[config.mk]
export PLATFORM = sky130hd
export DESIGN_NAME = svm_mac
export DESIGN_NICKNAME = d
export VERILOG_FILES = /design/src/hdl/svm_pkg.sv /design/src/hdl/svm_mac.sv
export SDC_FILE = /design/constraint.sdc
export NUM_CORES = 2
export LEC_CHECK = 0
export ABC_AREA = 1
export ABC_CLOCK_PERIOD_IN_PS = 4950
export BUFFER_PORTS_ARGS = -buffer_cell sky130_fd_sc_hd__buf_2
export CORE_MARGIN = 3
export CORE_UTILIZATION = 50
export DETAILED_ROUTE_END_ITERATION = 10
export GPL_ROUTABILITY_DRIVEN = 0
export GPL_TIMING_DRIVEN = 0
export HOLD_SLACK_MARGIN = 0.1
export PLACE_DENSITY = 0.67
export SLEW_MARGIN = 20
export SYNTH_ARGS = -nofsm -noshare
export SYNTH_HDL_FRONTEND = slang
export SYNTH_SLANG_ARGS = --single-unit
export TNS_END_PERCENT = 5
[constraint.sdc]
create_clock -name clk -period 4.95 [get_ports clk]
set_clock_uncertainty 0.15 [all_clocks]
set_input_delay 0.99 -clock clk [delete_from_list [all_inputs] [get_ports clk]]
set_output_delay 0.99 -clock clk [all_outputs]
set_load 0.02 [all_outputs]
[src/hdl/svm_pkg.sv]
`timescale 1ns / 1ps
`default_nettype none
// ----------------------------------------------------------------------------
// svm_pkg: shared types and constants of the stereo voice mixer
// Opcodes, the command word of the shared multiply-accumulate unit and the
// fixed-point constants of the mix.
// ----------------------------------------------------------------------------
package svm_pkg;

    typedef enum logic [1:0] {
        OP_DEFINE = 2'd0,
        OP_WRITE  = 2'd1,
        OP_PLAY   = 2'd2,
        OP_TICK   = 2'd3
    } op_t;

    // command to the shared multiply-accumulate unit
    typedef struct packed {
        logic clear;     // zero both accumulators
        logic mul;       // load the product register from a * b
        logic to_left;   // add this product to the left accumulator next cycle
        logic to_right;  // add this product to the right accumulator next cycle
    } mac_cmd_t;

    localparam int          A_W       = 17;       // signed multiplier operand
    localparam int          B_W       = 30;       // unsigned multiplier operand
    localparam int          PROD_W    = A_W + B_W + 1;
    localparam int          FRAC_BITS = 30;       // accumulator LSB is 2^-30 output LSB
    localparam logic [29:0] GAIN_Q15  = 30'd23167; // 0.707 in Q15
    localparam logic [15:0] VOL_MAX   = 16'd32768; // 1.0 in Q1.15
    localparam logic [15:0] SAT_POS   = 16'h7FFF;
    localparam logic [15:0] SAT_NEG   = 16'h8000;

endpackage
`default_nettype wire

[src/hdl/svm_mac.sv]
`timescale 1ns / 1ps
`default_nettype none
// ----------------------------------------------------------------------------
// svm_mac: shared multiply-accumulate unit
// One registered multiplier feeding two stereo accumulators, with the
// truncate-and-saturate stage that turns an accumulator into a sample.
// ----------------------------------------------------------------------------
module svm_mac #(
    parameter int ACC_W = 54
) (
    input  wire logic                            clk,
    input  wire logic                            rst_n,
    input  wire svm_pkg::mac_cmd_t               cmd,
    input  wire logic signed [svm_pkg::A_W-1:0]  a,
    input  wire logic        [svm_pkg::B_W-1:0]  b,
    output logic signed [svm_pkg::PROD_W-1:0]    product,
    output logic        [15:0]                   sat_left,
    output logic        [15:0]                   sat_right
);

    logic signed [svm_pkg::PROD_W-1:0] prod_reg;
    logic                              pend_l_reg;
    logic                              pend_r_reg;
    logic signed [ACC_W-1:0]           acc_l_reg;
    logic signed [ACC_W-1:0]           acc_r_reg;
    logic signed [ACC_W-1:0]           prod_ext;

    // truncate toward zero by 2^-30, then clamp to 16 bits
    function automatic logic [15:0] finish(input logic signed [ACC_W-1:0] acc);
        logic [ACC_W-1:0] mag;
        logic [ACC_W-1:0] shifted;
        logic [15:0]      res;
        mag     = acc[ACC_W-1] ? (~acc + 1'b1) : acc;
        shifted = mag >> svm_pkg::FRAC_BITS;
        if (acc[ACC_W-1])
        begin
            res = (shifted > ACC_W'(32768)) ? svm_pkg::SAT_NEG : (~shifted[15:0] + 16'd1);
        end
        else
        begin
            res = (shifted > ACC_W'(32767)) ? svm_pkg::SAT_POS : shifted[15:0];
        end
        return res;
    endfunction

    assign prod_ext = {{(ACC_W - svm_pkg::PROD_W){prod_reg[svm_pkg::PROD_W-1]}}, prod_reg};

    always_ff @(posedge clk)
    begin
        if (cmd.mul)
        begin
            prod_reg <= a * $signed({1'b0, b});
        end
    end

    always_ff @(posedge clk or negedge rst_n)
    begin
        if (!rst_n)
        begin
            pend_l_reg <= 1'b0;
            pend_r_reg <= 1'b0;
            acc_l_reg  <= '0;
            acc_r_reg  <= '0;
        end
        else
        begin
            pend_l_reg <= cmd.mul & cmd.to_left;
            pend_r_reg <= cmd.mul & cmd.to_right;
            if (cmd.clear)
            begin
                acc_l_reg <= '0;
                acc_r_reg <= '0;
            end
            else
            begin
                if (pend_l_reg)
                begin
                    acc_l_reg <= acc_l_reg + prod_ext;
                end
                if (pend_r_reg)
                begin
                    acc_r_reg <= acc_r_reg + prod_ext;
                end
            end
        end
    end

    assign product   = prod_reg;
    assign sat_left  = finish(acc_l_reg);
    assign sat_right = finish(acc_r_reg);

endmodule
`default_nettype wire

; ---- Yosys cells after proc, flatten, opt, wreduce, memory -nomap -nowiden
; Cells that the tools add are included.
[op_classes]
n_addsub = 6
n_mul = 1
magnitude_cmp = 4
mux = 12
n_bitwise = 6
reduce_logical = 2
[ops]
columns = operator, count
row1 = 54-bit two-way mux, 6
row2 = "54-bit by 1-bit adder with 54-bit output, second input constant", 2
row3 = 54-bit by 48-bit adder with 54-bit output, 2
row4 = 54-bit NOT, 2
row5 = 16-bit two-way mux, 6
row6 = "24-bit by 15-bit > comparator with 1-bit output, second input constant", 2
row7 = "24-bit by 16-bit > comparator with 1-bit output, second input constant", 2
row8 = 17-bit by 31-bit multiplier with 48-bit output, 1
row9 = "16-bit by 1-bit adder with 16-bit output, second input constant", 2
row10 = 16-bit NOT, 2
row11 = 2-bit nonzero test, 2
row12 = 1-bit AND, 2
[totals]
regBits = 158
wordCells = 36

; ---- Longest topological paths before layout
[logic_depth]
word_depth = 7
ltp_mapped = 30
ltp_nobuf = 28

; ---- Worst setup path before layout
; No wires, ideal clock.
[synth_timing]
kind = in2reg
startpoint = input b[5] (netlist name)
endpoint = register prod_reg (netlist bit product[34]), data pin
setup_time_ns = 0.259
arrival_ns = 6.378
t_required_ns = 4.541
setup_slack_ns = -1.836
stages = 26
path_buffers = 2
path_cell_list = clkbuf_1 clkbuf_1 nand2_1 fa_1 inv_1 fa_1 inv_1 fa_1 inv_1 fa_1 fa_1 inv_1 fa_1 inv_1 ha_1 a21oi_1 inv_1 a21oi_1 o21ai_0 a21oi_1 o21ai_0 nand2_1 nand2_1 nand3_1 nand2_1 xor2_1
[synth_between]
elab_chain_cells = 1
[synth_lines]
columns = item, line_no
row1 = "start, declared", svm_mac.sv:15  ; input wire logic [svm_pkg::B_W-1:0] b,
row2 = 17-bit by 31-bit multiplier with 48-bit output, svm_mac.sv:52  ; prod_reg <= a * $signed({1'b0, b});
row3 = "end signal, assigned", svm_mac.sv:52
row4 = "end, declared", svm_mac.sv:21  ; logic signed [svm_pkg::PROD_W-1:0] prod_reg;
; No other way between the ends.
; A chain may end at the register's enable or synchronous reset.

; ---- Worst setup path after layout
[layout_timing]
startpoint = input b[20] (netlist name)
endpoint = register prod_reg (netlist bit product[36]), data pin
; The elaborated chain is that of the path after synthesis.

==> flow_summary.toml <==
[sta]
finalSetupTns_ns = -30.40
fmax_mhz = 164
relSlewSlack_pct = 29.5
slew_viol_final = 0
period_needed_ns = 6.09
hold_violations = 0
post-route-period-util_pct = 123
fin_ws_ns = -1.14
rsz0062_at_grt = "yes"
setup_viol = 38
tightestPinTransition_ns = 1.06

[die]
die_h_um = 268
core-area_um2 = 67600
die_w_um = 268
num_io_pins = 133
initial_core_util_pct = 50.8
dieArea_um2 = 71900
core.rowCount = 95

[drt]
vias_per_cell = 5.53
drt-total-wl_mm = 120
remaining_drc_errors = 0
avgRoutedWirePerCell_um = 19.4
first_pass_iters = 9
ant_nets = 0
vias = 34100
drtIter0Drc = 3199

[status]
violations = "negative setup slack"
outcome = "finished, violations left"

[setup_path]
cp_data_arrival_time_ns = 6.15
cp-start-kind = "primary input"
r2r_setup_slack_ns = 1.52
startpoint = "b[20]"
slowest_stage = "fa_1"
timing.rr.end = "acc_r_reg[40]"
r2r-start = "product[0]"
path_class = "in2reg"
crit_chain = "buf_12, buf_8, buf_4, nand2_1, fa_1, fa_1, fa_1, inv_2, fa_1, fa_1, inv_1, fa_1, inv_2, ha_4, a21oi_2, inv_1, a31oi_4, o21ai_1, a21oi_1, o21a_4, o21ai_4, buf_4, xor2_1"
crit_path_max_fanout = 8
cpMostUsedCell = "fa_1"
required_ns = 5.01
reg2reg_depth = 13
endpoint = "product[36]"
end_kind = "flop"
max_stage_delay_ns = 0.57

[clocking]
hold_buffers = 0
insertion_delay_ns = 0.47
cts_buffers = 17
clkSinkCount = 158
cts_tree = "done"
clock_path_buffers = 2
root_buffer = "clkbuf_16"
htreeDepth = 4
cts.clk_slew.worst_paths_ns = 0.07

[synth]
ys_ff_latch = 158
yosys-top-cells-count = "1,349 x nand2_1, 1,099 x inv_1, 546 x nor2_1, 421 x fa_1, 264 x ha_1"
synthFlopType = "dfrtp_1"
synth_fp_nets = 5847
avgSynthCellArea_um2 = 6.72
synthesis.area_um2 = 34300
yosys_warnings = 0
synth.most_common_cell = "nand2_1"
ys_types = 51
seq_area_frac_synth_pct = 12.2
synth_edf_count = 48
async_reset_ff_share_pct = 69.6
yosysTopAreaCell = "fa_1"
synthTopCellsByArea = "fa_1 25%, nand2_1 15%, inv_1 12%, ha_1 9.6%, dfrtp_1 8.0%"
synthCells = 5109
yosys.area.top_type_share_pct = 24.5

[grt]
use_met3_pct = 5.96
grt_busiest_layer = "met2"
grt_pass1_wl_mm = 183
grt_pass1_vias = 32600
grtUsageMet1_pct = 43.6
use_met2_pct = 52.6
grt_max_degree = 70
grt_remaining_overflow = 0
grt_usage_pct = 33.1
antenna_found_initial = 1

[cells_and_area]
drive_gt1_share_pct = 11.9
num-fill-cells = 6507
area_delta_synth_final_pct = 14.5
fin_nets = 6011

[placed_design]
hpwl_mm = 99.0
pre_cts_slack_ns = -2.16
portBuffers = 86

[run]
maxCapViolCount = 0

[min_path]
hold_path.class = "in2async"
## metrics by stage
| step | hold WS, ns | cell area (um^2) | util [%] | std cells |
|---|---|---|---|---|
| after global placement | 0.375 | 37100 | 54.8 | 6068 |
| after floorplan | 0.346 | 35500 | - | 5109 |
| after detailed placement | 0.376 | 37100 | 54.8 | 6069 |
| final | 0.294 | 39300 | 58.1 | 6161 |
| after global routing | 0.321 | 39300 | 58.1 | 6160 |
| after CTS | 0.312 | 38400 | 56.8 | 6110 |
## cells in the final DEF (no fill, tap or decap), drive strengths merged, types with 14 or more instances in the layout
cell type  count
nor3          27
ha           264
a21o          21
o22ai         17
a31oi         35
o31ai         18
clkbuf       119
xnor2         26
fa           421
or2           19
nand4         39
nand3        180
edfxtp        48
nand2       1379
a21oi        244
o21a          14
nor4          16
dfrtp        110
buf          193
inv         1110
xor2          44
nor2         583
o21ai        293
## layout make-up
type                            instances  area [um^2]  share of cell area [%]
Multi-Input combinational cell       3698        26500                    67.5
Sequential cell                       158         4190                    10.7
Inverter                             1103         4150                    10.5
Buffer                                150         1710                    4.35
Tap cell                              873         1090                    2.78
Timing Repair Buffer                  145         1050                    2.67
Clock buffer                           17          425                    1.08
Clock inverter                         15          171                   0.436
Antenna cell                            2         5.00                  0.0127
## layer usage
layer | vias up | wire, um
li1 | 16000 | -
met1 | 16000 | 47900
met2 | 1684 | 52800
met3 | 358 | 11800
met4 | 0 | 7070
met5 | - | 0
## cells by family (layout without fill, tap and decap cells)
logic type                 after synthesis  count (layout)  synth area share (%)
buffers and inverters                 1253            1430                  13.8
xor gates and xnor gates                70              70                  1.79
and+or+nand+nor                       2264            2264                  27.2
AOI/OAI and AO/OA                      679             679                  10.9
DFF                                    158             158                  12.2
other                                    0               2                     0
adders and majority gates              685             685                  34.2
## how the worst min path moves through the flow
| stage | start | endpoint | slack [ns] | depth (start not counted) |
|---|---|---|---|---|
| after global placement | acc_l_reg[22] | acc_l_reg[22] | 0.38 | 2 |
| after floorplan | acc_l_reg[47] | acc_l_reg[47] | 0.35 | 2 |
| after CTS | rst_n | acc_r_reg[53] | 0.31 | 1 |
| after detailed placement | acc_l_reg[22] | acc_l_reg[22] | 0.38 | 2 |
| final | rst_n | acc_r_reg[41] | 0.29 | 1 |
| after global routing | rst_n | acc_r_reg[44] | 0.32 | 1 |
## worst max-delay path: cells and delay by family
family	cells	cell delay, ns
and+or+nand+nor	1	0.06
buffers and inverters	8	0.76
xor gates and xnor gates	1	0.14
AOI/OAI and AO/OA	6	0.89
adders and majority gates	7	3.31
## what timing repair did
item | CTS | global route
gates cloned | 0 | 10
setup endpoints to repair | 39 | 39
setup buffers | 9 | 39
resized for setup | 146 | 157
pin swaps | 33 | 95
Power is not shown: default switching activity piles up to over one toggle a cycle in this logic, so the estimate is an artifact.
